## src/rtl/ece_pkg.sv

```systemverilog
// Shared types, constants and helper functions of the easing curve evaluator.
// Depends on nothing; every other file imports this package.
`default_nettype none

package ece_pkg;

    // Item field widths and fixed-point formats
    localparam int FRAC_BITS = 16;
    localparam int MODE_W    = 4;
    localparam int PROG_W    = FRAC_BITS + 1;
    localparam int OUT_W     = 18;
    localparam int PH_W      = 32;
    localparam int EXP_W     = 20;
    localparam int TAB_W     = 31;
    localparam int SIN_W     = 32;
    localparam int POW_W     = 31;
    localparam int BACK_W    = 26;

    localparam int SINE_DEPTH_DEF = 1024;
    localparam int EXP_DEPTH      = 256;

    localparam logic [PROG_W-1:0] ONE = PROG_W'(1 << FRAC_BITS);
    localparam logic [PH_W-1:0] QUARTER_TURN = 32'h4000_0000;

    localparam longint Q30         = 64'sd1 << 30;
    localparam longint PI_HALF_Q30 = 1686629713;
    localparam longint LN2_Q30     = 744261118;
    localparam longint BACK_C1 = (270158 * (64'sd1 << FRAC_BITS) + 50000) / 100000;
    localparam longint BACK_C2 = (170158 * (64'sd1 << FRAC_BITS) + 50000) / 100000;

    // Curve select codes
    localparam logic [MODE_W-1:0] MODE_SINE_IN     = 4'd0;
    localparam logic [MODE_W-1:0] MODE_SINE_OUT    = 4'd1;
    localparam logic [MODE_W-1:0] MODE_SINE_INOUT  = 4'd2;
    localparam logic [MODE_W-1:0] MODE_BACK_IN     = 4'd3;
    localparam logic [MODE_W-1:0] MODE_BACK_OUT    = 4'd4;
    localparam logic [MODE_W-1:0] MODE_BACK_INOUT  = 4'd5;
    localparam logic [MODE_W-1:0] MODE_ELAST_IN    = 4'd6;
    localparam logic [MODE_W-1:0] MODE_ELAST_OUT   = 4'd7;
    localparam logic [MODE_W-1:0] MODE_ELAST_INOUT = 4'd8;
    localparam logic [MODE_W-1:0] MODE_BOUNCE_IN   = 4'd9;
    localparam logic [MODE_W-1:0] MODE_BOUNCE_OUT  = 4'd10;
    localparam logic [MODE_W-1:0] MODE_BOUNCE_INOUT = 4'd11;

    // Series denominators for the table builders
    localparam longint SIN_DEN [12] = '{6, 20, 42, 72, 110, 156, 210, 272, 342, 420, 506, 600};
    localparam longint EXP_DEN [16] = '{1, 2, 3, 4, 5, 6, 7, 8, 9, 10, 11, 12, 13, 14, 15, 16};

    // Item tag that rides along the pipeline
    typedef struct packed {
        logic [MODE_W-1:0] mode;
        logic [PROG_W-1:0] prog;
    } t_tag;

    // Shift right by n, rounding half away from zero
    function automatic logic signed [63:0] rnd_sh(input logic signed [63:0] v, input int n);
        logic signed [63:0] h;
        h = 64'sd1 <<< (n - 1);
        if (v < 0) begin
            return (v + h - 64'sd1) >>> n;
        end
        return (v + h) >>> n;
    endfunction

    function automatic logic [TAB_W-1:0] clamp_q30(input longint v);
        if (v < 0) begin
            return '0;
        end
        if (v > Q30) begin
            return TAB_W'(Q30);
        end
        return TAB_W'(v);
    endfunction

    // Q30 sine of angle th (Q30 radians) by Taylor series
    function automatic logic [TAB_W-1:0] sin_entry(input longint th);
        longint th2;
        longint term;
        longint sum;
        th2  = (th * th) >>> 30;
        term = th;
        sum  = th;
        for (int k = 1; k <= 12; k++) begin
            term = ((term * th2) >>> 30) / SIN_DEN[k-1];
            sum  = (k % 2 == 1) ? sum - term : sum + term;
        end
        return clamp_q30(sum);
    endfunction

    // Q30 exp(-th) by Taylor series
    function automatic logic [TAB_W-1:0] exp_entry(input longint th);
        longint term;
        longint sum;
        term = Q30;
        sum  = Q30;
        for (int k = 1; k <= 16; k++) begin
            term = ((term * th) >>> 30) / EXP_DEN[k-1];
            sum  = (k % 2 == 1) ? sum - term : sum + term;
        end
        return clamp_q30(sum);
    endfunction

endpackage

`default_nettype wire

```

## src/rtl/ece_back.sv

```systemverilog
// Back curves: cubic overshoot polynomial over four register stages.
// Depends on ece_pkg.
`default_nettype none

module ece_back
    import ece_pkg::*;
(
    input  logic                     i_clk,
    input  t_tag                     i_tag,
    output logic signed [BACK_W-1:0] o_back
);

    localparam logic signed [19:0] C1   = 20'(BACK_C1);
    localparam logic signed [21:0] C2   = 22'(BACK_C2);
    localparam logic signed [20:0] HALF = 21'((5 << FRAC_BITS) / 2);
    localparam logic signed [17:0] ONE_S = 18'(ONE);

    logic signed [17:0]       w_rs;
    logic                     w_lo;
    logic                     w_sel_r;
    logic signed [17:0]       w_x;
    logic signed [20:0]       w_x7;
    logic signed [35:0]       r_xx;
    logic signed [37:0]       r_cx;
    logic signed [20:0]       r_b5;
    logic [MODE_W-1:0]        r_mode1;
    logic                     r_lo1;
    logic signed [21:0]       w_cr;
    logic signed [21:0]       n_b;
    logic signed [17:0]       r_a;
    logic signed [21:0]       r_b;
    logic [MODE_W-1:0]        r_mode2;
    logic                     r_lo2;
    logic signed [39:0]       r_ab;
    logic [MODE_W-1:0]        r_mode3;
    logic                     r_lo3;
    logic signed [23:0]       w_w;
    logic signed [BACK_W-1:0] n_v;
    logic signed [BACK_W-1:0] r_v;

    // Pick r or r - 1 and form the squares and scaled terms
    assign w_rs    = $signed({1'b0, i_tag.prog});
    assign w_lo    = i_tag.prog < (ONE >> 1);
    assign w_sel_r = (i_tag.mode == MODE_BACK_IN) || ((i_tag.mode == MODE_BACK_INOUT) && w_lo);
    assign w_x     = w_sel_r ? w_rs : w_rs - ONE_S;
    assign w_x7    = 21'(w_x) * 21'sd7;

    always_ff @(posedge i_clk) begin
        r_xx    <= w_x * w_x;
        r_cx    <= w_x * C1;
        r_b5    <= w_lo ? w_x7 - HALF : w_x7 + HALF;
        r_mode1 <= i_tag.mode;
        r_lo1   <= w_lo;
    end

    // Round the products and build the linear factor
    assign w_cr = 22'(rnd_sh(64'(r_cx), FRAC_BITS));

    always_comb begin
        case (r_mode1)
            MODE_BACK_IN:  n_b = w_cr - C2;
            MODE_BACK_OUT: n_b = w_cr + C2;
            default:       n_b = 22'(r_b5);
        endcase
    end

    always_ff @(posedge i_clk) begin
        r_a     <= 18'(rnd_sh(64'(r_xx), FRAC_BITS));
        r_b     <= n_b;
        r_mode2 <= r_mode1;
        r_lo2   <= r_lo1;
    end

    always_ff @(posedge i_clk) begin
        r_ab    <= r_a * r_b;
        r_mode3 <= r_mode2;
        r_lo3   <= r_lo2;
    end

    // Final rounding and offset
    assign w_w = 24'(rnd_sh(64'(r_ab), FRAC_BITS));

    always_comb begin
        case (r_mode3)
            MODE_BACK_IN:  n_v = BACK_W'(w_w);
            MODE_BACK_OUT: n_v = BACK_W'(ONE_S) + BACK_W'(w_w);
            default: begin
                n_v = r_lo3 ? BACK_W'(w_w) <<< 1 : BACK_W'(ONE_S) + (BACK_W'(w_w) <<< 1);
            end
        endcase
    end

    always_ff @(posedge i_clk) begin
        r_v <= n_v;
    end

    assign o_back = r_v;

endmodule

`default_nettype wire

```

## config.mk

```make
export PLATFORM = sky130hd
export DESIGN_NAME = ece_back
export DESIGN_NICKNAME = d
export VERILOG_FILES = /design/src/rtl/ece_pkg.sv /design/src/rtl/ece_back.sv
export SDC_FILE = /design/constraint.sdc
export NUM_CORES = 2
export LEC_CHECK = 0
export BUFFER_PORTS_ARGS = -buffer_cell sky130_fd_sc_hd__buf_2
export CELL_PAD_IN_SITES_DETAIL_PLACEMENT = 0
export CELL_PAD_IN_SITES_GLOBAL_PLACEMENT = 1
export CORE_ASPECT_RATIO = 2
export CORE_MARGIN = 10
export CORE_UTILIZATION = 57
export CTS_BUF_LIST = sky130_fd_sc_hd__clkbuf_8
export DETAILED_ROUTE_END_ITERATION = 8
export PLACE_DENSITY = 0.93
export REMOVE_ABC_BUFFERS = 1
export SLEW_MARGIN = 20
export SYNTH_ARGS = -nofsm -noshare
export SYNTH_HDL_FRONTEND = slang
export SYNTH_SLANG_ARGS = --single-unit
```

## constraint.sdc

```tcl
create_clock -name i_clk -period 17.7 [get_ports i_clk]
set_input_delay 5.31 -clock i_clk [delete_from_list [all_inputs] [get_ports i_clk]]
set_output_delay 5.31 -clock i_clk [all_outputs]
set_load 0.03 [all_outputs]
```

# --- After elaboration in Yosys (flattened, before gate mapping) ---
# Index checks and enable logic that the tools add are counted.
# Widths: inputs -> output; s select.
word_totals:
  reg_bits: 215
  input_bits: 22
  out_inout_bits: 26
  word_cells: 56
op_classes:
  n_addsub: 13
  multipliers: 4
  order_cmp: 4
  eq_ne: 6
  n_mux: 14
  n_reduce_logical: 2
op_table:
  columns: ["cell", "count"]
  rows:
  - ["$mux 18", 3]
  - ["$pmux 26 s2", 1]
  - ["$mux 24", 2]
  - ["$mux 22", 2]
  - ["$pmux 22 s2", 1]
  - ["$add 40x17->40 const B", 1]
  - ["$lt 40x1->1 const B", 1]
  - ["$mul 18x22->40", 1]
  - ["$sub 40x2->40 const B", 1]
  - ["$add 37x17->38 const B", 1]
  - ["$sub 38x2->38 const B", 1]
  - ["$lt 37x1->1 const B", 1]
  - ["$mul 18x19->37 const B", 1]
  - ["$lt 36x1->1 const B", 1]
  - ["$mul 18x18->36", 1]
  - ["$add 34x17->34 const B", 1]
  - ["$sub 34x2->34 const B", 1]
  - ["$add 18x25->26 const A", 1]
  - ["$mux 26", 1]
  - ["$add 18x24->25 const A", 1]
  - ["$add 22x18->22 const B", 1]
  - ["$sub 22x18->22 const B", 1]
  - ["$add 21x19->21 const B", 1]
  - ["$mul 18x4->21 const B", 1]
  - ["9 further kinds", 15]

# --- Longest topological paths before layout ---
depth:
  word_depth: 7
  ltp_mapped: 32
  depth_no_buf: 30

# --- Worst setup path after synthesis ---
# OpenSTA, ideal clock, no wires.
synth_timing:
  kind: "input port to flip-flop"
  startpoint: "input port i_tag[16] (netlist bit)"
  endpoint: "register r_xx[35]"
  setup_time_ns: 0.072
  arrival_ns: 12.866
  required_time_ns: 17.628
  path_slack_ns: 4.762
  stages: 32
  path_buffers: 2
  path_cell_list: "nor2_1 -> inv_1 -> nor3_1 -> a21oi_1 -> or3b_2 -> ha_1 -> clkbuf_1 -> inv_1 -> buf_1 -> nor2_1 -> fa_1 -> inv_1 -> fa_1 -> inv_1 -> ha_1 -> inv_1 -> fa_1 -> inv_1 -> fa_1 -> inv_1 -> fa_1 -> inv_1 -> ha_1 -> and2_1 -> nand2_1 -> nor2_1 -> a211oi_1 -> o31a_1 -> o211ai_1 -> a31o_2 -> a21oi_1 -> xnor2_1"
synth_via:
  elab_chain_cells: 5
  elab_cells_between_ends: 6
  cone_classes: "add/sub: 1; mul: 1; order compare: 1; mux: 1; reduce/logical: 2"
synth_lines:
  columns: ["item", "line_no", "text"]
  rows:
  - ["start: declaration", "ece_back.sv:9", "input t_tag i_tag,"]
  - ["$lt 17x16->1", "ece_back.sv:43", "assign w_lo = i_tag.prog < (ONE >> 1);"]
  - ["$logic_and 1x1->1", "ece_back.sv:44", "assign w_sel_r = (i_tag.mode == MODE_BACK_IN) || ((i_tag.mode == MODE_BACK_INOUT) && w_lo);"]
  - ["$logic_or 1x1->1", "ece_back.sv:44", null]
  - ["$mux 18 (*)", "ece_back.sv:45", "assign w_x = w_sel_r ? w_rs : w_rs - ONE_S;"]
  - ["$mul 18x18->36 (*)", "ece_back.sv:49", "r_xx <= w_x * w_x;"]
  - ["end signal: assignment", "ece_back.sv:49", null]
  - ["end: declaration", "ece_back.sv:23", "logic signed [35:0] r_xx;"]
# Mark *: on every way between the ends. The rest lies on a longest branch, timed or not.

# --- Worst setup path in the final report ---
layout_timing:
  startpoint: "input port i_tag[15] (netlist bit)"
  endpoint: "register r_xx[35]"
layout_via:
  elab_chain_cells: 5
  elab_cells_between_ends: 6
  cone_classes: "add/sub: 1; mul: 1; order compare: 1; mux: 1; reduce/logical: 2"
layout_lines:
  columns: ["item", "line_no", "text"]
  rows:
  - ["$lt 17x16->1", "ece_back.sv:43", null]
  - ["via w_lo", "ece_back.sv:19", "logic w_lo;"]
  - ["$logic_and 1x1->1", "ece_back.sv:44", null]
  - ["$logic_or 1x1->1", "ece_back.sv:44", null]
  - ["$mux 18", "ece_back.sv:45", null]
  - ["$mul 18x18->36", "ece_back.sv:49", null]
# The timed path passes the listed nets, and every way through them passes these cells.

==> key figures <==
Global route
  – GRT overflow: 0
  – Initial antenna violation count: 5
  – Vias in the first global route: 34620
  – Pin count of the biggest net entering global routing: 45
  – First-pass GRT wire length: 176.9 mm
  – GRT Overall Usage: 26.88%

Synthesis
  – Async SR Flop Fraction: 0%
  – Post-synth EDFFs: 0
  – Seq/Total Area, Yosys: 10.04%
  – Cell variety after synth: 84
  – Syn. warnings: 0
  – Synth Flop Type: dfxtp_1
  – Syn Area/Cell: 9.106 um2
  – Synth Register Bits: 210
  – Cells after Synth: 4597
  – Mapped cell area: 41860 um2

Outcome
  – Status: finished clean

Worst setup path
  – Worst stage delay on the critical path: 0.66 ns
  – Worst-path fanout max: 30
  – CP startpoint kind: primary input
  – RR Startpoint: r_b[13]$_DFF_P_
  – Arrival time at the worst endpoint: 13.98 ns
  – Setup slack, reg-to-reg: 9.52 ns
  – CP max-delay cell: fa_1
  – CP Class: primary input to flop
  – Worst R2R End: r_ab[39]$_DFF_P_
  – Crit-path most repeated cell: inv_1
  – Req. time, crit path: 18.25 ns
  – Cell count of the worst reg-to-reg path: 23
  – Worst Setup End Kind: flop

STA
  – Final setup vio count: 0
  – Fin Setup TNS: 0 ns
  – Final hold vios: 0
  – Final period util: 75.84%
  – Max-slew violations: 0
  – Worst-margin pin slew: 1.118 ns
  – Clock Skews: 0.02845 ns
  – Unrepaired setup endpoints after global routing: false
  – Rel. slew slack: 25.37%
  – Fmax: 74.49 MHz
  – Fin crit period: 13.42 ns

Route
  – Initial DRT Pass Iterations: 6
  – DR DRC count: 0
  – Starting DRT DRC Count: 1383
  – Vias per Instance: 5.604
  – Vias: 30950
  – Wire length per cell: 20.05 um
  – Drt total wl: 110.7 mm
  – DRT antenna net count: 0

Placement
  – Port bufs: 47
  – Dpl hpwl: 94.92 mm
  – Routability cong.: 0.9872

Clocking
  – Clock root cell: clkbuf_8
  – CTS tree: done
  – Clock Latency Late Sink: 0.63 ns
  – Post-CTS Resized: 0
  – CTS buffer count: 37
  – Max clock buf depth: 3
  – Postcts setup bufs: 0
  – Clock Sinks: 210
  – H-tree depth: 2
  – CTS hold repair buffers: 0
  – Clk slew on worst S/H paths: 0.06 ns

Floorplanning
  – Die Height: 403.3 um
  – Std cell rows: 140
  – CORE AREA: 72870 um2
  – Starting density of the core: 57.45%
  – Die area: 85340 um2
  – Die width: 211.6 um
  – # IOs: 48

Finish
  – Area Growth Syn to Fin: 4.385%
  – Layout cells sized above 1: 3.958%
  – Post-layout util: 59.97%
  – Fill count: 6507
  – Fin nets: 5862

Hold path
  – Hold Path Class: flop to flop
  – HP Start: r_mode2[2]$_DFF_P_
  – Hold Path End: r_mode3[2]$_DFF_P_
  – Worst hold path stage count: 0

Run
  – Max-Cap Viols: 0
==> metrics by stage <==
stage	cell area (um2)	instances	hold WS [ns]	setup slack [ns]
after global routing	43690	5522	0.3398	3.568
after floorplan	41330	4464	0.3096	4.773
after CTS	43690	5521	0.3289	4.330
final	43700	5523	0.3292	4.276
after detailed placement	42920	5459	0.3150	3.660
after global placement	42920	5459	0.3111	3.802
==> synthesized netlist by cell type (6+ instances only) <==
cell	number	area share (%)
o21bai_1	18	0.32
o21ai_0	112	1.3
nand2b_1	31	0.46
clkbuf_1	123	1.1
o22ai_1	6	0.090
a211o_1	10	0.21
or3_1	20	0.30
fa_1	825	39
o41ai_1	10	0.21
a31oi_1	13	0.19
or4_1	6	0.11
nand4_1	34	0.51
o211ai_1	9	0.16
a22oi_1	6	0.11
xnor2_1	174	3.6
and2_1	146	2.2
nand2_1	486	4.4
o31ai_1	21	0.38
dfxtp_1	210	10
and3_1	28	0.42
nor3_1	36	0.43
nand3_1	60	0.72
nor4_1	17	0.25
nor2b_1	14	0.21
nor4b_1	7	0.15
a21o_1	51	0.91
mux2i_1	9	0.22
inv_1	1105	9.9
a211oi_1	15	0.27
nor2_1	188	1.7
and4_1	9	0.19
ha_1	440	13
mux2_2	6	0.16
o31a_1	8	0.17
or2_2	20	0.30
o21a_1	23	0.41
a21oi_1	124	1.5
nor3b_1	8	0.14
xor2_1	79	1.7
==> cell type report <==
class	count	area (um2)	area share [%]
Tap cell	923	1155	2.643
Inverter	1111	4170	9.544
Clock inverter	20	186.4	0.4266
Sequential cell	210	4205	9.624
Multi-Input combinational cell	3143	32970	75.46
Clock buffer	42	578.1	1.323
Antenna cell	2	5.005	0.01145
Timing Repair Buffer	72	422.9	0.9678
==> per-layer routing <==
metal / part of all wire [%] / track usage (%) / vias to the layer above
met2: 57 / 53.15 / 949
met1: 30 / 23.08 / 15440
met3: 4.0 / 3.054 / 516
met4: 9.4 / 22.20 / 4
met5: 0.021 / 0 / -
li1: - / - / 14040
==> flip-flops by register name (all words and copies together), names as in the netlist <==
register  count
o_back       26
r_a          18
r_ab         40
r_b          22
r_b5         21
r_cx         35
r_lo1         1
r_lo2         1
r_lo3         1
r_mode1       4
r_mode2       4
r_mode3       4
r_xx         33
==> placed cells by master (no fill, tap or decap), types with 16 or more instances in the layout <==
| master | n |
|---|---|
| o31ai_1 | 21 |
| a21oi_1 | 124 |
| xor2_1 | 79 |
| a21o_1 | 51 |
| fa_1 | 825 |
| ha_1 | 440 |
| or3_1 | 20 |
| o21bai_1 | 18 |
| dfxtp_1 | 209 |
| nand3_1 | 60 |
| inv_1 | 1110 |
| nor4_1 | 16 |
| nor2_1 | 188 |
| o21a_1 | 23 |
| clkbuf_8 | 42 |
| and2_1 | 146 |
| o21ai_0 | 112 |
| and3_1 | 28 |
| nand4_1 | 34 |
| buf_2 | 47 |
| or2_2 | 20 |
| buf_4 | 25 |
| xnor2_1 | 174 |
| nor3_1 | 36 |
| nand2b_1 | 31 |
| nand2_1 | 486 |
==> logic make-up (layout without fill, tap and decap cells) <==
group / after synthesis / in the layout / share of synthesized area (%)
other cells: 0 / 2 / 0
compound gates: 482 / 482 / 7.505
mux: 15 / 15 / 0.3766
fa+ha+maj: 1265 / 1265 / 52.60
flops: 210 / 210 / 10.04
simple gates: 1126 / 1126 / 12.85
xor+xnor: 255 / 255 / 5.398
buf+inv: 1244 / 1245 / 11.22
==> worst max path at each step <==
stage | startpoint | end | slack [ns] | cells past startpoint
5_1_grt | i_tag[15] | r_xx[35]$_DFF_P_ | 3.57 | 32
3_5_place_dp | i_tag[15] | r_xx[35]$_DFF_P_ | 3.66 | 32
3_3_place_gp | i_tag[15] | r_xx[35]$_DFF_P_ | 3.80 | 32
4_1_cts | i_tag[15] | r_xx[35]$_DFF_P_ | 4.33 | 32
6_report | i_tag[15] | r_xx[35]$_DFF_P_ | 4.28 | 32
2_1_floorplan | i_tag[16] | r_xx[35]$_DFF_P_ | 4.77 | 30
==> critical path, delay by kind of cell <==
kind,cells,cell delay (ns)
fa+ha+maj,8,3.86
buf+inv,10,1.81
simple gates,7,1.68
compound gates,6,1.13
xor+xnor,1,0.13
Power is not shown: default switching activity piles up to over one toggle a cycle in this logic, so the estimate is an artifact.
